[config.mk]
export PLATFORM = sky130hd
export DESIGN_NAME = line_track_motion_sequencer_core
export DESIGN_NICKNAME = d
export VERILOG_FILES = /design/src/hw/rtl/ltms_pkg.sv /design/src/hw/rtl/line_track_motion_sequencer_core.sv
export VERILOG_INCLUDE_DIRS = /design/src /design/src/hw/rtl
export SDC_FILE = /design/constraint.sdc
export NUM_CORES = 1
export LEC_CHECK = 0
export ABC_AREA = 1
export BUFFER_PORTS_ARGS = -buffer_cell sky130_fd_sc_hd__buf_2
export CAP_MARGIN = 20
export CELL_PAD_IN_SITES_DETAIL_PLACEMENT = 1
export CELL_PAD_IN_SITES_GLOBAL_PLACEMENT = 2
export CORE_AREA = 2 2 105 107
export CTS_CLUSTER_DIAMETER = 200
export DETAILED_ROUTE_END_ITERATION = 12
export DIE_AREA = 0 0 107 109
export GPL_TIMING_DRIVEN = 0
export PLACE_DENSITY_LB_ADDON = 0.08
export SLEW_MARGIN = 20
export SYNTH_ARGS = -nofsm -noshare
export SYNTH_HDL_FRONTEND = slang
export SYNTH_SLANG_ARGS = --single-unit
[constraint.sdc]
create_clock -name clk -period 12.4 [get_ports clk]
set_clock_uncertainty 0.1 [all_clocks]
set_input_delay 2.48 -clock clk [delete_from_list [all_inputs] [get_ports clk]]
set_output_delay 2.48 -clock clk [all_outputs]
set_load 0.02 [all_outputs]
[src/hw/rtl/line_track_motion_sequencer_core_defines.svh]
// assertion helpers for the line track sequencer
`ifndef LINE_TRACK_MOTION_SEQUENCER_CORE_DEFINES_SVH
`define LINE_TRACK_MOTION_SEQUENCER_CORE_DEFINES_SVH

// checked only outside reset
`define LTMS_ASSERT(lbl, prop, msg) \
  lbl: assert property (@(posedge clk) disable iff (!rst_n) prop) else $error(msg);

// checked on every edge, reset included
`define LTMS_ASSERT_ALWAYS(lbl, prop, msg) \
  lbl: assert property (@(posedge clk) prop) else $error(msg);

`endif

[src/hw/rtl/ltms_pkg.sv]
`default_nettype none
package ltms_pkg;

  typedef logic [2:0] cmd_t;
  typedef logic [1:0] phase_t;
  typedef logic [1:0] amode_t;
  typedef logic [1:0] prerot_t;

  // drive commands
  localparam cmd_t CMD_STOP  = 3'd0;
  localparam cmd_t CMD_FWD   = 3'd1;
  localparam cmd_t CMD_LEFT  = 3'd2;
  localparam cmd_t CMD_RIGHT = 3'd3;
  localparam cmd_t CMD_CW    = 3'd4;
  localparam cmd_t CMD_CCW   = 3'd5;

  // sequencer phases
  localparam phase_t PH_SEARCH = 2'd0;
  localparam phase_t PH_ALIGN  = 2'd1;
  localparam phase_t PH_TRACK  = 2'd2;
  localparam phase_t PH_DONE   = 2'd3;

  // align modes
  localparam amode_t AM_NONE     = 2'd0;
  localparam amode_t AM_STRAIGHT = 2'd1;
  localparam amode_t AM_CW       = 2'd2;
  localparam amode_t AM_CCW      = 2'd3;

  // pre-rotation pulse codes
  localparam prerot_t PRE_NONE = 2'd0;
  localparam prerot_t PRE_CW   = 2'd1;
  localparam prerot_t PRE_CCW  = 2'd2;

  // configuration register indexes
  localparam logic REG_ARRIVAL = 1'b0;
  localparam logic REG_SPEED   = 1'b1;

  localparam logic [2:0] ARRIVAL_RESET = 3'd6;
  localparam logic [6:0] SPEED_RESET   = 7'd30;

endpackage
`default_nettype wire

[src/hw/rtl/line_track_motion_sequencer_core.sv]
// channel   | ports                                    | item
// ----------+------------------------------------------+------------------------------
// input     | in_valid, in_ready, in_front/rear_black  | one sensor snapshot (tick)
// result    | out_valid, out_ready, out_*              | command, wheel speeds, flags
// config    | cfg_we, cfg_index, cfg_wdata             | register write, no wait
//
// one item per cycle sustained while out_ready is high; an accepted item passes the input
// register, then the result register, before the result channel offers it
// the sequencer state (phase, align mode, motion) updates when an item moves
// from the input register into the result register
// rst_n is synchronous: phase search, no align mode, motion stop, config defaults
// a stalled result holds the input register; in_ready drops only then
`default_nettype none
`include "line_track_motion_sequencer_core_defines.svh"

module line_track_motion_sequencer_core (
  input  wire logic                  clk,
  input  wire logic                  rst_n,
  // input channel
  input  wire logic                  in_valid,
  output logic                       in_ready,
  input  wire logic [6:0]            in_front_black,
  input  wire logic [6:0]            in_rear_black,
  // result channel
  output logic                       out_valid,
  input  wire logic                  out_ready,
  output ltms_pkg::prerot_t          out_pre_rotate,
  output ltms_pkg::cmd_t             out_drive_cmd,
  output logic signed [7:0]          out_wheel_a,
  output logic signed [7:0]          out_wheel_b,
  output logic signed [7:0]          out_wheel_c,
  output logic signed [7:0]          out_wheel_d,
  output logic                       out_finished,
  // configuration
  input  wire logic                  cfg_we,
  input  wire logic                  cfg_index,
  input  wire logic [6:0]            cfg_wdata
);
  import ltms_pkg::*;

  // config registers
  logic [2:0] arrival_r;
  logic [6:0] speed_r;

  // sequencer state
  phase_t phase_r, phase_nxt;
  amode_t amode_r, amode_nxt;
  cmd_t   motion_r, motion_nxt;

  // input register
  logic       in_v_r;
  logic [6:0] front_r;
  logic [6:0] rear_r;

  // result register
  logic              out_v_r;
  prerot_t           pre_r, pre_nxt;
  cmd_t              cmd_r, cmd_nxt;
  logic signed [7:0] wa_r, wb_r, wc_r, wd_r;
  logic signed [7:0] wa_nxt, wb_nxt, wc_nxt, wd_nxt;
  logic              fin_r, fin_nxt;

  logic advance;

  // pair views and pattern flags
  logic [6:0] pb, pw;
  logic       win_narrow, win_wide;
  logic       front_white, rear_white;
  logic [2:0] front_cnt;
  logic [7:0] spd_pos, spd_neg;

  // item leaves the input register when the result register is free or draining
  assign advance  = in_v_r && (!out_v_r || out_ready);
  assign in_ready = !in_v_r || advance;

  // ---------------------------------------------------------------------------
  // configuration
  // ---------------------------------------------------------------------------
  always_ff @(posedge clk) begin
    if (!rst_n) begin
      arrival_r <= ARRIVAL_RESET;
      speed_r   <= SPEED_RESET;
    end else if (cfg_we) begin
      case (cfg_index)
        REG_ARRIVAL: arrival_r <= cfg_wdata[2:0];
        REG_SPEED:   speed_r   <= cfg_wdata;
        default:     ;
      endcase
    end
  end

  // ---------------------------------------------------------------------------
  // input register
  // ---------------------------------------------------------------------------
  always_ff @(posedge clk) begin
    if (!rst_n) begin
      in_v_r <= 1'b0;
    end else if (in_ready) begin
      in_v_r <= in_valid;
    end
  end

  always_ff @(posedge clk) begin
    if (in_valid && in_ready) begin
      front_r <= in_front_black;
      rear_r  <= in_rear_black;
    end
  end

  // ---------------------------------------------------------------------------
  // pattern decode
  // pair i is front sensor i with rear sensor 18-i, i.e. front bit i-1, rear bit 7-i
  // ---------------------------------------------------------------------------
  always_comb begin
    for (int i = 0; i < 7; i++) begin
      pb[i] =  front_r[i] &&  rear_r[6-i];
      pw[i] = !front_r[i] && !rear_r[6-i];
    end
  end

  // narrow window: two black pairs inside white ones, or one or two at a row end
  assign win_narrow = (pb[0] && pw[1]) ||
                      (pb[0] && pb[1] && pw[2]) ||
                      (pw[0] && pb[1] && pb[2] && pw[3]) ||
                      (pw[1] && pb[2] && pb[3] && pw[4]) ||
                      (pw[2] && pb[3] && pb[4] && pw[5]) ||
                      (pw[3] && pb[4] && pb[5] && pw[6]) ||
                      (pw[4] && pb[5] && pb[6]) ||
                      (pw[5] && pb[6]);

  // wide band: three neighboring black pairs
  always_comb begin
    win_wide = 1'b0;
    for (int i = 0; i < 5; i++) begin
      win_wide = win_wide || (pb[i] && pb[i+1] && pb[i+2]);
    end
  end

  assign front_white = (front_r == 7'd0);
  assign rear_white  = (rear_r == 7'd0);

  always_comb begin
    front_cnt = 3'd0;
    for (int k = 0; k < 7; k++) begin
      front_cnt = front_cnt + {2'b00, front_r[k]};
    end
  end

  // ---------------------------------------------------------------------------
  // sequencer step
  // ---------------------------------------------------------------------------
  always_comb begin
    phase_nxt  = phase_r;
    amode_nxt  = amode_r;
    motion_nxt = motion_r;
    pre_nxt    = PRE_NONE;
    fin_nxt    = 1'b0;

    // leaving align on a sensor-pair window
    if (phase_r == PH_ALIGN && win_narrow) begin
      amode_nxt = AM_NONE;
      phase_nxt = PH_TRACK;
      if (motion_r == CMD_CW) begin
        pre_nxt = PRE_CW;
      end else if (motion_r == CMD_CCW) begin
        pre_nxt = PRE_CCW;
      end
    end else if (phase_r == PH_ALIGN && win_wide) begin
      amode_nxt = AM_NONE;
      phase_nxt = PH_TRACK;
    end

    // search: slide left until a row-end pattern picks the align mode
    if (phase_nxt == PH_SEARCH) begin
      motion_nxt = CMD_LEFT;
      if (amode_nxt == AM_NONE) begin
        if (front_r[0] && rear_r[6]) begin
          amode_nxt = AM_STRAIGHT;
          phase_nxt = PH_ALIGN;
        end else if (front_white && rear_r[6]) begin
          amode_nxt = AM_CW;
          phase_nxt = PH_ALIGN;
        end else if (front_r[0] && rear_white) begin
          amode_nxt = AM_CCW;
          phase_nxt = PH_ALIGN;
        end
      end
    end

    // align
    if (phase_nxt == PH_ALIGN) begin
      case (amode_nxt)
        AM_STRAIGHT: begin
          if (front_r[3]) begin
            phase_nxt  = PH_TRACK;
            motion_nxt = CMD_FWD;
          end else begin
            motion_nxt = CMD_RIGHT;
          end
        end
        AM_CW:   motion_nxt = front_r[2] ? CMD_CW : CMD_RIGHT;
        AM_CCW:  motion_nxt = rear_r[3] ? CMD_CCW : CMD_RIGHT;
        default: ;
      endcase
    end

    // track: steer from the front row, keep motion when nothing matches
    if (phase_nxt == PH_TRACK) begin
      if (!front_r[6] && !front_r[5] && !front_r[0] && !front_r[1] &&
          front_r[2] && front_r[3] && front_r[4]) begin
        motion_nxt = CMD_FWD;
      end else if (!front_r[0] && !front_r[1] && !front_r[2] && !front_r[3] &&
                   (front_r[6] || front_r[5] || front_r[4])) begin
        motion_nxt = CMD_LEFT;
      end else if (!front_r[6] && !front_r[5] && !front_r[4] && !front_r[3] &&
                   (front_r[0] || front_r[1] || front_r[2])) begin
        motion_nxt = CMD_RIGHT;
      end
    end

    cmd_nxt = motion_nxt;

    // arrival: stop for good
    if (phase_nxt == PH_TRACK && front_cnt >= arrival_r) begin
      motion_nxt = CMD_STOP;
      phase_nxt  = PH_DONE;
      amode_nxt  = AM_NONE;
      cmd_nxt    = CMD_STOP;
      fin_nxt    = 1'b1;
    end
  end

  // ---------------------------------------------------------------------------
  // wheel speeds
  // ---------------------------------------------------------------------------
  assign spd_pos = {1'b0, speed_r};
  assign spd_neg = 8'd0 - spd_pos;

  always_comb begin
    wa_nxt = 8'sd0;
    wb_nxt = 8'sd0;
    wc_nxt = 8'sd0;
    wd_nxt = 8'sd0;
    case (cmd_nxt)
      CMD_FWD: begin
        wa_nxt = spd_pos; wb_nxt = spd_neg; wc_nxt = spd_neg; wd_nxt = spd_pos;
      end
      CMD_LEFT: begin
        wa_nxt = spd_neg; wb_nxt = spd_neg; wc_nxt = spd_pos; wd_nxt = spd_pos;
      end
      CMD_RIGHT: begin
        wa_nxt = spd_pos; wb_nxt = spd_pos; wc_nxt = spd_neg; wd_nxt = spd_neg;
      end
      CMD_CW: begin
        wa_nxt = spd_pos; wb_nxt = spd_pos; wc_nxt = spd_pos; wd_nxt = spd_pos;
      end
      CMD_CCW: begin
        wa_nxt = spd_neg; wb_nxt = spd_neg; wc_nxt = spd_neg; wd_nxt = spd_neg;
      end
      default: ;
    endcase
  end

  // ---------------------------------------------------------------------------
  // state and result registers
  // ---------------------------------------------------------------------------
  always_ff @(posedge clk) begin
    if (!rst_n) begin
      phase_r  <= PH_SEARCH;
      amode_r  <= AM_NONE;
      motion_r <= CMD_STOP;
    end else if (advance) begin
      phase_r  <= phase_nxt;
      amode_r  <= amode_nxt;
      motion_r <= motion_nxt;
    end
  end

  always_ff @(posedge clk) begin
    if (!rst_n) begin
      out_v_r <= 1'b0;
    end else if (advance) begin
      out_v_r <= 1'b1;
    end else if (out_ready) begin
      out_v_r <= 1'b0;
    end
  end

  always_ff @(posedge clk) begin
    if (advance) begin
      pre_r <= pre_nxt;
      cmd_r <= cmd_nxt;
      wa_r  <= wa_nxt;
      wb_r  <= wb_nxt;
      wc_r  <= wc_nxt;
      wd_r  <= wd_nxt;
      fin_r <= fin_nxt;
    end
  end

  assign out_valid      = out_v_r;
  assign out_pre_rotate = pre_r;
  assign out_drive_cmd  = cmd_r;
  assign out_wheel_a    = wa_r;
  assign out_wheel_b    = wb_r;
  assign out_wheel_c    = wc_r;
  assign out_wheel_d    = wd_r;
  assign out_finished   = fin_r;

  // ---------------------------------------------------------------------------
  // checks
  // ---------------------------------------------------------------------------
  `LTMS_ASSERT(a_fin_stops, (out_v_r && fin_r) |-> (cmd_r == CMD_STOP), "finished without stop")
  `LTMS_ASSERT(a_done_holds, (phase_r == PH_DONE) |=> (phase_r == PH_DONE), "left done phase")
  `LTMS_ASSERT(a_pre_after_align, (out_v_r && pre_r != PRE_NONE) |-> (phase_r == PH_TRACK || phase_r == PH_DONE), "pre-rotation outside track")
  `LTMS_ASSERT_ALWAYS(a_stall_only, !in_ready |-> (in_v_r && out_v_r && !out_ready), "input stalled without output stall")

endmodule
`default_nettype wire

==> out/metrics.cfg <==
[logic_synthesis]
syn-instance-count = 396
postSynthAreaPerCell_um2 = 9.56
netlist_top_cells_area = edfxtp_1, dfxtp_1, nand2_1, inv_1, nand2_4
yosys.cell_count.top_type = nand2_1
async_reset_ff_frac = 0
synth.largest_area_cell = edfxtp_1
synth-edff-count = 52
syn-cell-area_um2 = 3790
syn-num-nets = 432
compound_gate_fraction_of_synth_area = 0.106
synth_top_family_by_area = simple AND/OR/NAND/NOR gates
dominantRegCellSynth = edfxtp_1
yosys.cell_types.count = 40
postSynthRegisterBits = 71
synthMuxAreaShare = 0
yosysWarnings = 0
yosys-top-cells-count = nand2_1, edfxtp_1, inv_1
synth-simple-area-share = 0.269
synth_seq_area_share = 0.513
synth_xor_area_frac = 0.00925
synth_adder_area_share = 0.0377
yosysTopAreaCellShare = 0.412

[worst_setup_path]
critPathMostFrequentCell = buf_2
crit_path_top_delay_cell = buf_2
regToRegStartpoint = front_r[3]
timing.critical_path.from = out_ready
cp_slowest_stage_delay_ns = 0.25
setup.worst_path.end_class = output port
critical_path_peak_fanout = 3
worst_path_cell_chain = buf_2 -> inv_1 -> nand3_1 -> buf_2
crit_type = input pin to output port
crit_arrival_ns = 3.10
kind_of_launch_point_of_the_worst_setup_path = input pin
crit_required_ns = 9.82

[global_route]
grt_remaining_overflow = 0
track_usage = 0.171
global_route_wire_length_before_repair_mm = 15.2
antenna_found_initial = 0
grt_max_degree = 30
first_global_vias = 3049

[hold_path]
timing.hold.worst.start = amode_r[1]
holdCritPathClass = flip-flop to flip-flop

[final_layout]
area_used_by_sequential_logic_in_the_layout_um2 = 1940
drive_above_1_share = 0.307
fin_util = 0.428
multiInputGateArea_um2 = 1600
nFillCells = 1239
area.growth.synth_to_final_pct = 19.7
nNetsFinal = 510
n_antenna_cell = 0

[cts]
cts_num_sinks = 71
clk_pin_slew_ns = 0.07
ctsHoldBuffers = 0
clock_tree.buffer_depth = 2
numCtsBuffers = 9
cts_htree_levels = 3
post_cts.repair.setup_buffers = 0
cts_tree = built
clk_root_buffer_cell = clkbuf_8
post_cts.resized_instances = 0
insertion_delay_ns = 0.36

[run]
cap_viol_max_count = 0

[floorplanning]
die_width_um = 107
floorplan.initialDensity = 0.357
floorplan.rows = 38
core_area_um2 = 10600
floorplan_die_area_um2 = 11700
die_y_um = 109
ioPinCount = 67

[sta]
period_share = 0.458
finalMaxSlewViolations = 0
timing.final.crit_period_ns = 5.68
setup_viol = 0
setup_repair_after_global_routing_missed_its_margin = no
timing_hold_violations_final = 0
worst-slew-pin-transition_ns = 0.703
tns_ns = 0
max_slew_margin = 0.527
fmax_mhz = 176

[routing]
detailroute.via_count = 2899
wire_per_inst_um = 14.9
routed_via_density = 4.68
dr.first_iter.drc_count = 123
drt_first_pass_iters = 4
drc = 0
antenna_violating_nets_post_route = 0
finalWirelength_mm = 9.20

[power_and_ir_drop]
worst_ir_drop_vdd_mv = 0.0750
p_leak_nw = 2.08
power.density_cell_area_nw_per_um2 = 149

[place]
dp.final_hpwl_mm = 7.24
io_buffers = 66
gp_routability_congestion = 0.820

[run_status]
outcome = finished clean

==> sequential cells by signal, summed over array words and instances, names as in the netlist <==
signal,count
out_drive_cmd,3
out_wheel_a,8
out_wheel_c,8
out_finished,1
rear_r,7
amode_r,2
front_r,7
out_wheel_b,8
phase_r,2
speed_r,7
out_valid,1
out_pre_rotate,2
out_wheel_d,8
arrival_r,3
motion_r,3
in_v_r,1
==> cell usage in the layout, fill, tap and decap left out, drive strengths merged, types with 3 or more instances in the layout <==
master  instances
a21oi          18
fa              4
inv            57
clkinv          3
nor2           27
nand3          30
o211ai          8
buf            69
dfxtp          19
o22ai           6
nand2         127
o21ai          18
clkbuf         11
xor2            3
edfxtp         52
ha              5
nand4           5
nor3            4
==> worst paths after layout <==
kind | end | slack, ns | cells after the start
min reg2reg | amode_r[1] | 0.40 | 2
max | in_ready | 6.72 | 4
max reg2reg | out_wheel_a[6] | 7.86 | 17
min | amode_r[1] | 0.40 | 2
==> power by group <==
group          switching [mW]  total (mW)  internal, mW
Combinational           0.117       0.174        0.0569
Sequential             0.0101       0.294         0.284
Clock                  0.0926       0.206         0.114
==> layout make-up <==
type | count | share of cell area
tap | 140 | 0.0386
multi-input combinational | 265 | 0.352
sequential | 71 | 0.428
clock buffer | 9 | 0.0273
timing repair buffer | 67 | 0.0773
clock inverter | 7 | 0.0210
buffer | 4 | 0.00690
inverter | 56 | 0.0480
==> critical path: cells and delay by family <==
kind / cells / cell delay [ns]
buffers and inverters: 3 / 0.41
and+or+nand+nor: 1 / 0.21
==> metrics by stage <==
step	hold WS, ns	total power, mW	setup WS (ns)	instance area, µm²	instances
2_1_floorplan	0.341	0.425	7.09	3790	396
3_3_place_gp	0.383	0.472	6.72	4290	602
3_5_place_dp	0.389	0.477	6.73	4310	603
4_1_cts	0.402	0.683	6.73	4530	619
5_1_grt	0.426	0.716	6.70	4530	619
6_report	0.397	0.675	6.72	4530	619
==> logic make-up (layout without fill, tap and decap cells) <==
logic type	count (synthesis)	count (layout)
and+or+nand+nor	198	198
DFF	71	71
buffers and inverters	60	143
AOI/OAI and AO/OA	54	54
adders and majority gates	9	9
xor gates and xnor gates	4	4
==> layer usage <==
metal	GRT usage	share of wire	up-vias
met5	0	0	-
met4	0.0612	0.0098	0
met3	0.0275	0.041	10
met2	0.268	0.44	65
met1	0.240	0.51	1351
li1	-	-	1473
Power figures use the tool's default switching activity.
